**src/rtl/core/sfc_pkg.sv**
```systemverilog
package sfc_pkg;

  // Default fraction bits of sample, offset and reciprocal registers.
  localparam int FRAC_BITS_DEFAULT = 16;

  // Curve arithmetic: fraction bits, accumulator and abscissa widths.
  localparam int PQ    = 24;
  localparam int ACC_W = 36;
  localparam int X_W   = PQ + 1;
  localparam int NSTEP = 5;

  // Round(2^32 / (2*pi)), turns per radian with 32 fraction bits.
  localparam logic [29:0] INV_TWO_PI = 30'd683565276;

  // Scale modes.
  localparam logic [1:0] MODE_LINEAR  = 2'd0;
  localparam logic [1:0] MODE_DECIBEL = 2'd1;
  localparam logic [1:0] MODE_PHASE   = 2'd2;

  // Colormap kinds.
  localparam logic [1:0] KIND_GRAY    = 2'd0;
  localparam logic [1:0] KIND_INFERNO = 2'd1;
  localparam logic [1:0] KIND_TURBO   = 2'd2;
  localparam logic [1:0] KIND_HUE     = 2'd3;

  // Register indexes.
  localparam logic [2:0] CFG_MODE    = 3'd0;
  localparam logic [2:0] CFG_KIND    = 3'd1;
  localparam logic [2:0] CFG_OFFSET  = 3'd2;
  localparam logic [2:0] CFG_INV     = 3'd3;
  localparam logic [2:0] CFG_INVALID = 3'd4;

  typedef logic signed [ACC_W-1:0] acc_t;

  typedef struct packed {
    logic signed [31:0] sample_value;
    logic               sample_valid;
  } sample_t;

  typedef struct packed {
    logic [7:0] red;
    logic [7:0] green;
    logic [7:0] blue;
    logic [7:0] alpha;
    logic       negative_error;
  } pixel_t;

  // Side information that travels with each beat.
  typedef struct packed {
    logic valid;
    logic err;
    logic inv;
    logic use_hue;
  } meta_t;

  localparam longint PSCALE = 64'sd16777216;
  localparam longint CQH    = 64'sd50000000;
  localparam longint CQD    = 64'sd100000000;

  // Decimal coefficient scaled by 1e8, rounded to PQ fraction bits.
  function automatic longint cq(input longint n);
    return (n * PSCALE + CQH) / CQD;
  endfunction

  localparam longint TURBO [3][6] = '{
    '{cq(13572138), cq(461539260), -cq(64'sd4266032258), cq(64'sd13213108234),
      -cq(64'sd15294239396), cq(64'sd5928637943)},
    '{cq(9140261), cq(219418839), cq(484296658), -cq(1418503333),
      cq(427729857), cq(282956604)},
    '{cq(10667330), cq(1259254356), -cq(64'sd6001802309), cq(64'sd10907409214),
      -cq(64'sd8850849206), cq(64'sd2686134844)}
  };

  // Cubic curves padded with zero high terms so they share the quintic chain.
  localparam longint INFERNO [3][6] = '{
    '{-cq(240000), cq(97800000), cq(213800000), -cq(211500000), 64'sd0, 64'sd0},
    '{cq(160000), -cq(34700000), cq(304800000), -cq(170500000), 64'sd0, 64'sd0},
    '{cq(1300000), cq(359300000), -cq(894800000), cq(534200000), 64'sd0, 64'sd0}
  };

  // Coefficient j of channel chan; grayscale is the identity polynomial.
  function automatic acc_t coef(input logic [1:0] kind, input int chan, input int j);
    acc_t c;
    c = '0;
    case (kind)
      KIND_INFERNO: c = ACC_W'(INFERNO[chan][j]);
      KIND_TURBO:   c = ACC_W'(TURBO[chan][j]);
      KIND_GRAY:    c = (j == 1) ? ACC_W'(PSCALE) : '0;
      default:      c = '0;
    endcase
    return c;
  endfunction

  // Clamp to [0,1] and round to a byte.
  function automatic logic [7:0] to_byte(input acc_t v);
    logic [PQ+7:0] t;
    t = '0;
    if (v <= 0) begin
      return 8'd0;
    end
    if (v >= acc_t'(PSCALE)) begin
      return 8'd255;
    end
    t = (PQ+8)'(v[PQ-1:0]) * (PQ+8)'(255) + ((PQ+8)'(1) << (PQ - 1));
    return t[PQ+7:PQ];
  endfunction

endpackage

```
**src/rtl/core/sfc_hue.sv**
```systemverilog
module sfc_hue (
  input  logic        clk_i,
  input  logic [31:0] turn_i,
  output logic [7:0]  rgb_o [3]
);
  import sfc_pkg::*;

  logic [34:0] h;
  logic [2:0]  sector;
  logic [32:0] f, fd;
  logic [40:0] up_s, down_s;
  logic [7:0]  up, down;
  logic [7:0]  rgb_d [3];
  logic [7:0]  rgb_q [3];

  // Split the turn into six sectors and round the ramp to bytes.
  always_comb begin
    h      = 35'(turn_i) * 35'd6;
    sector = h[34:32];
    f      = {1'b0, h[31:0]};
    fd     = 33'h1_0000_0000 - f;
    up_s   = (41'(f) << 8) - 41'(f) + 41'h0_8000_0000;
    down_s = (41'(fd) << 8) - 41'(fd) + 41'h0_8000_0000;
    up     = (up_s[40:32] > 9'd255) ? 8'd255 : up_s[39:32];
    down   = (down_s[40:32] > 9'd255) ? 8'd255 : down_s[39:32];
    case (sector)
      3'd0:    rgb_d = '{8'd255, up, 8'd0};
      3'd1:    rgb_d = '{down, 8'd255, 8'd0};
      3'd2:    rgb_d = '{8'd0, 8'd255, up};
      3'd3:    rgb_d = '{8'd0, down, 8'd255};
      3'd4:    rgb_d = '{up, 8'd0, 8'd255};
      default: rgb_d = '{8'd255, 8'd0, down};
    endcase
  end

  always_ff @(posedge clk_i) begin
    rgb_q <= rgb_d;
  end

  assign rgb_o = rgb_q;

endmodule

```
**config.mk**
```make
export PLATFORM = sky130hd
export DESIGN_NAME = sfc_hue
export DESIGN_NICKNAME = d
export VERILOG_FILES = /design/src/rtl/core/sfc_pkg.sv /design/src/rtl/core/sfc_hue.sv
export SDC_FILE = /design/constraint.sdc
export NUM_CORES = 1
export LEC_CHECK = 0
export BUFFER_PORTS_ARGS = -buffer_cell sky130_fd_sc_hd__buf_2
export CELL_PAD_IN_SITES_DETAIL_PLACEMENT = 2
export CELL_PAD_IN_SITES_GLOBAL_PLACEMENT = 2
export CORE_ASPECT_RATIO = 1.25
export CORE_MARGIN = 4
export CORE_UTILIZATION = 37
export DETAILED_ROUTE_END_ITERATION = 7
export PLACE_DENSITY = 0.89
export SLEW_MARGIN = 20
export SYNTH_ARGS = -nofsm -noshare
export SYNTH_HDL_FRONTEND = slang
export SYNTH_SLANG_ARGS = --single-unit
```
**constraint.sdc**
```tcl
create_clock -name clk_i -period 10.3 [get_ports clk_i]
set_clock_uncertainty 0.05 [all_clocks]
set_input_delay 2.575 -clock clk_i [delete_from_list [all_inputs] [get_ports clk_i]]
set_output_delay 2.575 -clock clk_i [all_outputs]
set_load 0.005 [all_outputs]
```
* Yosys cells after proc, flatten, opt, wreduce, memory -nomap -nowiden
Cells that the tools add are included.
** Word-level totals
- Bits in writable memories :: 0
- Memory bits (read-only) :: 0
- Output and inout port bits :: 24
- Register bits after elaboration :: 24
- Memories kept :: 0
- Bits in latches :: 0
- Bits of input ports :: 33
- Logic and storage cells :: 19
** Operators by class
- Multipliers :: 1
- Multiplexer cells :: 3
- Reductions and logical operators :: 1
- $lt $le $gt $ge :: 2
- Bitwise operators :: 0
- Divide/modulo/power cells :: 0
- $add $sub $neg :: 5
- Shift-type cells :: 0
- Equal/unequal tests :: 4
** Operators with widths (number)
- one-hot mux 24 bit (5 select lines) :: 1
- adder 41 x 32 -> 41 bit (second input constant) :: 2
- subtractor 40 x 32 -> 41 bit :: 1
- subtractor 41 x 33 -> 41 bit :: 1
- multiplier 32 x 2 -> 34 bit (second input constant) :: 1
- subtractor 33 x 32 -> 33 bit (first input constant) :: 1
- > comparator 9 x 8 -> 1 bit (second input constant) :: 2
- two-way mux 8 bit :: 2
- == test 3 x 2 -> 1 bit (second input constant) :: 2
- == test 3 x 1 -> 1 bit (second input constant) :: 1
- == test 3 bit (second input constant) :: 1
- zero test 3 bit :: 1

* Depth between registers and ports, before layout
Gate-level depths: netlist of the first run.
- Depth in word-level cells :: 7
- Mapped depth :: 31
- Depth with buffers taken out :: 30

* Worst setup path before layout of the first run
OpenSTA, ideal clock, no wires.
- Path kind :: input to register
- From :: input port turn_i[18]
- To :: register rgb_q (netlist bit rgb_o[23])
- Path slack :: 1.313 ns
- Setup time :: 0.075 ns
- Cell stages on the path :: 28
- Data arrival time :: 8.863 ns
- Buffers on the path :: 2
- Data required time :: 10.175 ns
- Cell sequence :: ha_1 buf_2 a21oi_1 o211ai_1 a221o_1 o21ai_1 a21oi_1 nor3_1 ha_1 nand3_1 nor4_4 nand3_1 xnor2_1 buf_2 xor2_1 ha_1 and3_1 a221o_1 a21oi_1 o2111ai_1 a41oi_1 nor4_1 a2111oi_2 o31ai_1 a311oi_1 xnor2_1 nor2_1 o21ai_0
** RTL lines
- start: declaration :: line sfc_hue.sv:3 : input logic [31:0] turn_i,
- end signal: assignment :: line sfc_hue.sv:37 : rgb_q <= rgb_d;
- end: declaration :: line sfc_hue.sv:14 : logic [7:0] rgb_q [3];

==> flow_results.org, run 1 <==
** Status
- Status :: complete, no violations

** Pwr
- Cell internal power was estimated by the tool at 0.0006606 W.
- Dividing total power by cell area gives a power density of 189.6 nW/um2.
- Switching Power :: 0.0007832 W
- Standby leakage power :: 3.626 nW
- Of the total power, registers draw 0.100.
- Of the total power, the clock network draws 0.076.
- Summing internal, switching and leakage power gives 0.001444 W.
- Worst vdd ir :: 0.07998 mV
- Of the total power, the share spent switching nets is 0.5425.
- Combinational fraction of design power :: 0.824

** Routing
- After detailed routing, the wire length on met1 is 10470 um.
- Using the TritonRoute via totals, the vias-per-cell ratio works out to 6.285.
- Once detail routing completed, the nets flagged for antenna violations numbered 0.
- Wirelength per Cell :: 22.77 um
- Before antenna repair, the detailed router went through 4 iterations.
- The detailed router placed 7536 vias in this run.
- The highest layer touched by signal routing is met4.
- After detailed routing, the number of remaining DRC violations is 0.
- Detailed routing placed a total of 15090 um of wire on met2.
- Met3 wire length :: 532 um
- Number of DRC markers in iteration 0 :: 314
- Summed over all layers, the routed wires come to 27300 um.

** Critical path
- CP delay by family, top :: compound AO/OA/AOI/OAI gates
- The critical path starts at turn_i[0].
- The critical path is of the in2reg type.
- Counting both buffers and inverters, the worst setup path holds a total of 2.
- Data arrives at the worst endpoint at 9.88 ns.
- Startpoint kind of the worst setup timing path :: primary input
- Along the worst path, the maximum fanout reaches 9.
- Most common cell type on the critical path :: sky130_fd_sc_hd__ha_1
- For this run, the slowest stage of the critical path takes 0.42 ns.
- The most critical setup path has its endpoint at rgb_o[10]$_DFF_P_.
- Number of cells on the critical path :: 30
- At the worst endpoint, the required time is 10.33 ns.
- On the critical path, the stage with the largest delay is an instance of sky130_fd_sc_hd__fa_1.
- Crit end category :: flip-flop

** Global route
- After global routing the overflow that remains totals 0.
- Maximum number of pins on one net before global-route repair :: 23
- Number of global-route vias before repair :: 8462
- Antenna violations before repair :: 0
- The first global-routing pass estimated 44180 um of wire.
- Overall routing resource usage :: 0.2570

** Clock tree
- Clock tree synthesis found a total of 24 sinks.
- Hold_buf cts :: 0
- Max clock buf depth :: 2
- Clock tree from TritonCTS :: yes
- In this run, CTS created clock tree buffers numbering 3.
- Once the clock tree was built, the resizer swapped 0 gates to a different size.
- Clock slew seen by the registers of the worst setup and hold paths :: 0.06 ns
- Post-CTS timing repair inserted 0 buffers for setup.
- # H-tree levels :: 1
- Clock Root Buffer :: sky130_fd_sc_hd__clkbuf_16

** Timing
- Count of pins over their slew limit :: 0
- Summed over all failing endpoints, the final setup total negative slack is 0 ns.
- Achievable frequency :: 101.5 MHz
- Portion of the clock cycle consumed by the worst path in the final layout :: 0.9561
- Final critical-path required period :: 9.848 ns
- Finish-stage setup viols :: 0
- In this run the tightest slew margin relative to its limit is 0.4127.
- Worst Max-Slew Pin Slew :: 0.8742 ns
- Final number of hold-violating endpoints :: 0

** Synth
- Yosys attributes the largest share of cell area to sky130_fd_sc_hd__ha_1 24%, sky130_fd_sc_hd__dfxtp_1 6.9%, sky130_fd_sc_hd__a21oi_1 6.6%.
- Synthesis produced a netlist with a net count of 1093.
- The biggest area contributor in the post-synthesis netlist is sky130_fd_sc_hd__ha_1.
- In this run, synthesis inferred 0 flip-flops with an integrated enable.
- Register bit total from synthesis :: 24
- Fraction of post-synthesis cell area in the top cell type by area :: 0.2406
- Ys async rst share :: 0
- The Yosys step of the flow raised 0 warnings.
- Main flop type after synthesis :: sky130_fd_sc_hd__dfxtp_1
- Number of instances in the synthesized netlist :: 926
- For this run, the register share of the synthesized area comes to 0.06946.
- In this run the mean area of a mapped cell was 7.469 um2.
- Most common library cells after synthesis :: 133 x sky130_fd_sc_hd__ha_1, 91 x sky130_fd_sc_hd__a21oi_1, 76 x sky130_fd_sc_hd__nor2_1, 66 x sky130_fd_sc_hd__nand2_1, 57 x sky130_fd_sc_hd__inv_1
- The cell area that synthesis handed to floorplanning was 6917 um2.
- Most used standard cell by instance count after synthesis :: sky130_fd_sc_hd__ha_1
- Distinct cell type count after synthesis :: 92

** Floorplan
- In this run the standard cell core region covers 18240 um2.
- Pin placement for this block handled 57 I/O pins.
- The initialized floorplan defines 55 standard-cell rows.
- Effective utilization at floorplan :: 0.3793
- The die covers 20960 um2.
- Die height :: 160.9 um
- In this run the horizontal extent of the chip is 130.3 um.

** Cells and area
- Area growth, synth to finish :: 10.08%
- The number of antenna diodes in the final layout is 0.
- Layout net count :: 1139
- Proportion of layout cells with a drive suffix above 1 :: 0.1267
- Filler cell count in the final layout :: 2158
- Final instance area :: 7614 um2
- The register with the most flip-flops in the layout has 24 of them.

** Placed design
- Buffers placed on the I/O ports in this run total 56.
- Routability congestion estimate from global placement :: 0.8572
- Summing all placed instances gives a cell area of 7462 um2.
- Detailed placement finished with a half-perimeter wire length of 23050 um.

** Job
- Max-cap violations in this run came to 0.

** Hold path
- HP Start :: turn_i[30]
- Path type of the worst min-delay path :: in2reg
-- worst min path at each step --
stage	endpoint	slack, ns	cells after the start
2_1_floorplan	rgb_o[0]	2.81	0
3_3_place_gp	rgb_o[18]	2.90	1
3_5_place_dp	rgb_o[23]	2.91	1
4_1_cts	rgb_o[18]$_DFF_P_	2.90	5
5_1_grt	rgb_o[18]$_DFF_P_	2.96	5
6_report	rgb_o[18]$_DFF_P_	2.89	5
-- per-stage QoR --
stage / util / instances / worst slack [ns] / hold WS (ns)
after floorplan: - / 926 / 1.313 / 2.809
after global placement: 0.4092 / 1195 / 0.3953 / 2.902
after detailed placement: 0.4092 / 1195 / -0.1296 / 2.905
after CTS: 0.4150 / 1199 / 0.07027 / 2.896
after global routing: 0.4175 / 1199 / -0.02731 / 2.957
final: 0.4175 / 1199 / 0.4523 / 2.888
-- power groups by stage --
stage	clock, W	sequential (W)	combinational [W]
global placement	0	0.000145	0.00107
CTS	0.000110	0.000146	0.00116
global route	0.000115	0.000149	0.00131
finish	0.000110	0.000144	0.00119
floorplan	0	0.000152	0.000768
detailed placement	0	0.000147	0.00115
-- placed cells by master, fill, tap and decap left out, types with 4 or more instances in the layout --
cell type | netlist | final
sky130_fd_sc_hd__buf_2 | 9 | 56
sky130_fd_sc_hd__o31a_1 | 6 | 6
sky130_fd_sc_hd__a211oi_1 | 7 | 7
sky130_fd_sc_hd__a21o_1 | 41 | 41
sky130_fd_sc_hd__nor2_1 | 76 | 76
sky130_fd_sc_hd__buf_4 | 1 | 14
sky130_fd_sc_hd__xor2_1 | 20 | 19
sky130_fd_sc_hd__a41oi_1 | 5 | 5
sky130_fd_sc_hd__ha_1 | 133 | 133
sky130_fd_sc_hd__o21bai_1 | 5 | 5
sky130_fd_sc_hd__or2_2 | 10 | 10
sky130_fd_sc_hd__and4_1 | 8 | 8
sky130_fd_sc_hd__o2111ai_1 | 5 | 5
sky130_fd_sc_hd__nand2_1 | 66 | 66
sky130_fd_sc_hd__o21a_1 | 11 | 11
sky130_fd_sc_hd__nor2b_1 | 4 | 4
sky130_fd_sc_hd__inv_1 | 57 | 57
sky130_fd_sc_hd__a31oi_1 | 9 | 9
sky130_fd_sc_hd__nor3_1 | 20 | 20
sky130_fd_sc_hd__xnor2_2 | 6 | 6
sky130_fd_sc_hd__nand3_1 | 34 | 34
sky130_fd_sc_hd__and2_1 | 5 | 5
sky130_fd_sc_hd__o21ai_1 | 6 | 4
sky130_fd_sc_hd__or3_1 | 6 | 6
sky130_fd_sc_hd__nor3b_1 | 4 | 4
sky130_fd_sc_hd__mux2i_1 | 6 | 6
sky130_fd_sc_hd__a21oi_1 | 91 | 91
sky130_fd_sc_hd__o211ai_1 | 12 | 12
sky130_fd_sc_hd__and3_1 | 9 | 9
sky130_fd_sc_hd__o21ai_0 | 40 | 40
sky130_fd_sc_hd__nand2b_1 | 10 | 10
sky130_fd_sc_hd__nand4_1 | 14 | 14
sky130_fd_sc_hd__xnor2_1 | 42 | 41
sky130_fd_sc_hd__o31ai_1 | 4 | 4
sky130_fd_sc_hd__dfxtp_1 | 24 | 24
sky130_fd_sc_hd__o211a_1 | 6 | 6
sky130_fd_sc_hd__nor4_1 | 16 | 16
-- worst min-delay path, delay by kind of cell --
family / cells / cell delay (ns)
AOI/OAI and AO/OA: 2 / 0.22
adders and majority gates: 1 / 0.17
buffers and inverters: 1 / 0.12
and+or+nand+nor: 1 / 0.07
-- area by class of cell --
cell class | count | area [um2] | share of cell area
clock inverters | 1 | 30.03 | 0.003944
clock buffers | 3 | 75.07 | 0.009860
well taps | 228 | 285.3 | 0.03747
multi-input cells | 815 | 6140 | 0.8064
flip-flops and latches | 24 | 480.5 | 0.06311
repair buffers | 70 | 385.4 | 0.05062
inverters | 58 | 217.7 | 0.02859
-- cells by family after synthesis --
group,Yosys count,share of synthesized area
muxes,8,0.01194
xor gates and xnor gates,71,0.1022
AOI/OAI and AO/OA,302,0.3007
and+or+nand+nor,300,0.2227
adders and majority gates,134,0.2435
buffers and inverters,87,0.04956
DFF,24,0.06946
-- layer usage --
metal,global-route usage,vias up
met3,0.01297,85
met2,0.5026,156
met5,0,-
met1,0.2791,3739
li1,-,3556
met4,0.1040,0
No activity file was read; power rests on OpenSTA's default activity.
==> inputs of run 2 (changes only) <==
--- a/config.mk
+++ b/config.mk
@@ -6,13 +6,14 @@
 export NUM_CORES = 1
 export LEC_CHECK = 0
 export BUFFER_PORTS_ARGS = -buffer_cell sky130_fd_sc_hd__buf_2
-export CELL_PAD_IN_SITES_DETAIL_PLACEMENT = 2
-export CELL_PAD_IN_SITES_GLOBAL_PLACEMENT = 2
+export CELL_PAD_IN_SITES_DETAIL_PLACEMENT = 1
+export CELL_PAD_IN_SITES_GLOBAL_PLACEMENT = 1
 export CORE_ASPECT_RATIO = 1.25
 export CORE_MARGIN = 4
-export CORE_UTILIZATION = 37
+export CORE_UTILIZATION = 45
 export DETAILED_ROUTE_END_ITERATION = 7
-export PLACE_DENSITY = 0.89
+export GPL_TIMING_DRIVEN = 0
+export PLACE_DENSITY = 0.86
 export SLEW_MARGIN = 20
 export SYNTH_ARGS = -nofsm -noshare
 export SYNTH_HDL_FRONTEND = slang
==> run 2 against run 1 <==
  * Sequential share of layout area about the same
  * Setup slack better by 0.024 ns
  * Largest cell class unchanged
  * Global-route usage down 1.1 points
  * Routed wire length down 20%
  * Clock power down 30%
==> flow_results.org, run 2 (synthesis results as in run 1) <==
** Placed design
- The standard cell area after detailed placement was 7425 um2 (was 7462 um2).
- The post-place setup slack came to -0.3721 ns (was -0.1296 ns).
- Routability congestion estimate from global placement :: 0.9290 (was 0.8572)
- The final HPWL from detailed placement came to 18480 um (was 23050 um).
- Port buffer count :: 56 (unchanged)
- The number of instances in the placed design was 1164 (was 1195).

** Hold path
- Path type of the worst min-delay path :: in2reg (unchanged)

** Clock tree
- Post-CTS repair timing setup buffer count :: 0 (unchanged)
- The root cell of the clock tree was sky130_fd_sc_hd__clkbuf_16 (unchanged).
- The clock tree from TritonCTS was yes (unchanged).
- The number of levels the H-tree was split into was 1 (unchanged).
- Max clock buf depth :: 2 (unchanged)
- Clock slew seen by the registers of the worst setup and hold paths :: 0.05 ns (was 0.06 ns)
- The clock sink total is 24 (unchanged).
- The total clock buffers created by CTS came to 3 (unchanged).

** Floorplan
- The area inside the core boundary came to 15010 um2 (was 18240 um2).
- The floorplan die height was 146.6 um (was 160.9 um).
- The number of ports placed on the die boundary came to 57 (unchanged).
- Standard-cell rows :: 50 (was 55)
- The initial core utilization was 0.4607 (was 0.3793).
- Horizontal extent of the die :: 118.9 um (was 130.3 um)
- Area of the die :: 17430 um2 (was 20960 um2)

** Routing
- The via-per-instance ratio came to 6.289 (was 6.285).
- The number of DRC markers in iteration 0 came to 296 (was 314).
- Number of remaining DRC errors :: 0 (unchanged)
- The remaining antenna violation count was 0 (unchanged).
- The total number of vias came to 7339 (was 7536).
- Iteration count of the initial detailed-routing pass :: 7 (was 4)
- The final routed wire length divided by cell count came to 18.67 um (was 22.77 um).
- The total wire length is 21790 um (was 27300 um).

** Global route
- Antenna violations before repair :: 0 (unchanged)
- The combined global-route utilization of all metal layers is 0.2459 (was 0.2570).
- The number of global-route vias before repair came to 7730 (was 8462).
- Congestion Overflow GR :: 0 (unchanged)
- First-pass GRT wire length :: 36790 um (was 44180 um)
- The largest net degree at the start of global routing is 13 (was 23).

** Pwr
- Standby leakage power :: 3.612 nW (was 3.626 nW)
- The power per unit of standard cell area came to 174.7 nW/um2 (was 189.6 nW/um2).
- The worst voltage drop across the vdd grid is 0.05534 mV (was 0.07998 mV).

** Timing
- The post-route clock period utilization is 0.9538 (was 0.9561).
- Worst Max-Slew Pin Slew :: 0.8451 ns (was 0.8742 ns)
- The peak clock frequency supported by timing was 101.8 MHz (was 101.5 MHz).
- Final critical-path required period :: 9.824 ns (was 9.848 ns)
- Finish-stage setup viols :: 0 (unchanged)
- Unrepaired setup endpoints after global routing :: false
- The max-slew violation total from the final report came to 0 (unchanged).
- Final number of hold-violating endpoints :: 0 (unchanged)
- The post-layout worst setup margin is 0.4760 ns (was 0.4523 ns).
- Normalized max-slew margin :: 0.4307 (was 0.4127)

** Cells and area
- Final instance area :: 7556 um2 (was 7614 um2)
- The post-route core utilization was 0.5033 (was 0.4175).
- Largest register FFs :: 24 (unchanged)
- The final cell count without fillers was 1167 (was 1199).
- Total inserted antenna cells :: 0 (unchanged)
- Layout net count :: 1154 (was 1139)
- The commonest non-fill, non-tap cell in the layout is sky130_fd_sc_hd__ha_1 (unchanged).
- The fraction of final layout cells sized beyond drive strength 1 came to 0.1239 (was 0.1267).
- Leading cell types in the layout, fill and taps excluded :: 133 x sky130_fd_sc_hd__ha_1, 90 x sky130_fd_sc_hd__a21oi_1, 76 x sky130_fd_sc_hd__nor2_1 (was 133 x sky130_fd_sc_hd__ha_1, 91 x sky130_fd_sc_hd__a21oi_1, 76 x sky130_fd_sc_hd__nor2_1)
- Area growth, synth to finish :: 9.244% (was 10.08%)

** Critical path
- The cell with the largest stage delay on the worst path was sky130_fd_sc_hd__a2111oi_4 (was sky130_fd_sc_hd__fa_1).
- Max stage delay on crit path :: 0.54 ns (was 0.42 ns)
- The endpoint required time on the critical path came to 10.34 ns (was 10.33 ns).
- Category of the most critical setup path :: in2reg (unchanged)
- Startpoint kind of the worst setup timing path :: primary input (unchanged)
- The data arrival time of the critical path is 9.87 ns (was 9.88 ns).
- Critical path fanouts, max :: 10 (was 9)
- Crit end category :: flip-flop (unchanged)

** Status
- Status: complete, no violations (unchanged).

** Job
- The max-capacitance violation count came to 0 (unchanged).
==> run 2: cell count changes in the layout (fill, tap and decap cells not counted), sizes merged <==
| cell | delta |
|---|---|
| bufinv | -1 |
| clkbuf | +19 |
| buf | -4 |
==> run 2: worst paths after layout <==
kind	startpoint	end	slack (ns)	cells after the start
min	turn_i[30]	rgb_o[18]$_DFF_P_	2.93	5
max	turn_i[0]	rgb_o[21]$_DFF_P_	0.48	30
==> run 2: worst max-delay path, delay by kind of cell <==
| family | cells | cell delay (ns) |
|---|---|---|
| adders and majority gates | 4 | 1.32 |
| and+or+nand+nor | 6 | 0.98 |
| buffers and inverters | 4 | 0.75 |
| AOI/OAI and AO/OA | 13 | 3.34 |
| xor gates and xnor gates | 2 | 0.72 |
| muxes | 1 | 0.18 |
==> run 2: layer usage <==
metal,track usage,routed length [um],up-vias
met3,0.01085,458,63
met1,0.2720,8817,3535
met4,0.09681,834,0
li1,-,-,3578
met2,0.4848,11680,163
met5,0,0,-
==> run 2: layout make-up <==
cell class,instances,area (um2)
Buffer,29,125.1
Sequential cell,24,480.5
Timing Repair Buffer,56,280.3
Clock buffer,3,75.07
Multi-Input combinational cell,815,6150
Inverter,58,217.7
Fill cell,1955,7458
Tap cell,182,227.7
==> run 2: repair_timing <==
item	4_1_cts	5_1_grt
setup endpoints to repair	7	24
hold buffers	0	0
resized for setup	1	8
==> run 2: per-stage QoR <==
stage | setup TNS, ns | total power, W | hold slack (ns)
2_1_floorplan | 0 | 0.0009196 | 2.809
3_3_place_gp | -1.549 | 0.001170 | 2.901
3_5_place_dp | -3.893 | 0.001213 | 2.901
4_1_cts | 0 | 0.001301 | 2.913
5_1_grt | 0 | 0.001454 | 2.992
6_report | 0 | 0.001320 | 2.927
==> run 2: report_power, final <==
group	total (W)	internal (W)	leakage [nW]	switching [W]
Combinational	0.00110	0.000429	3.37	0.000671
Clock	0.0000774	0.0000511	0.0370	0.0000263
Sequential	0.000142	0.000134	0.202	0.00000794
Total	0.00132	0.000614	3.61	0.000706
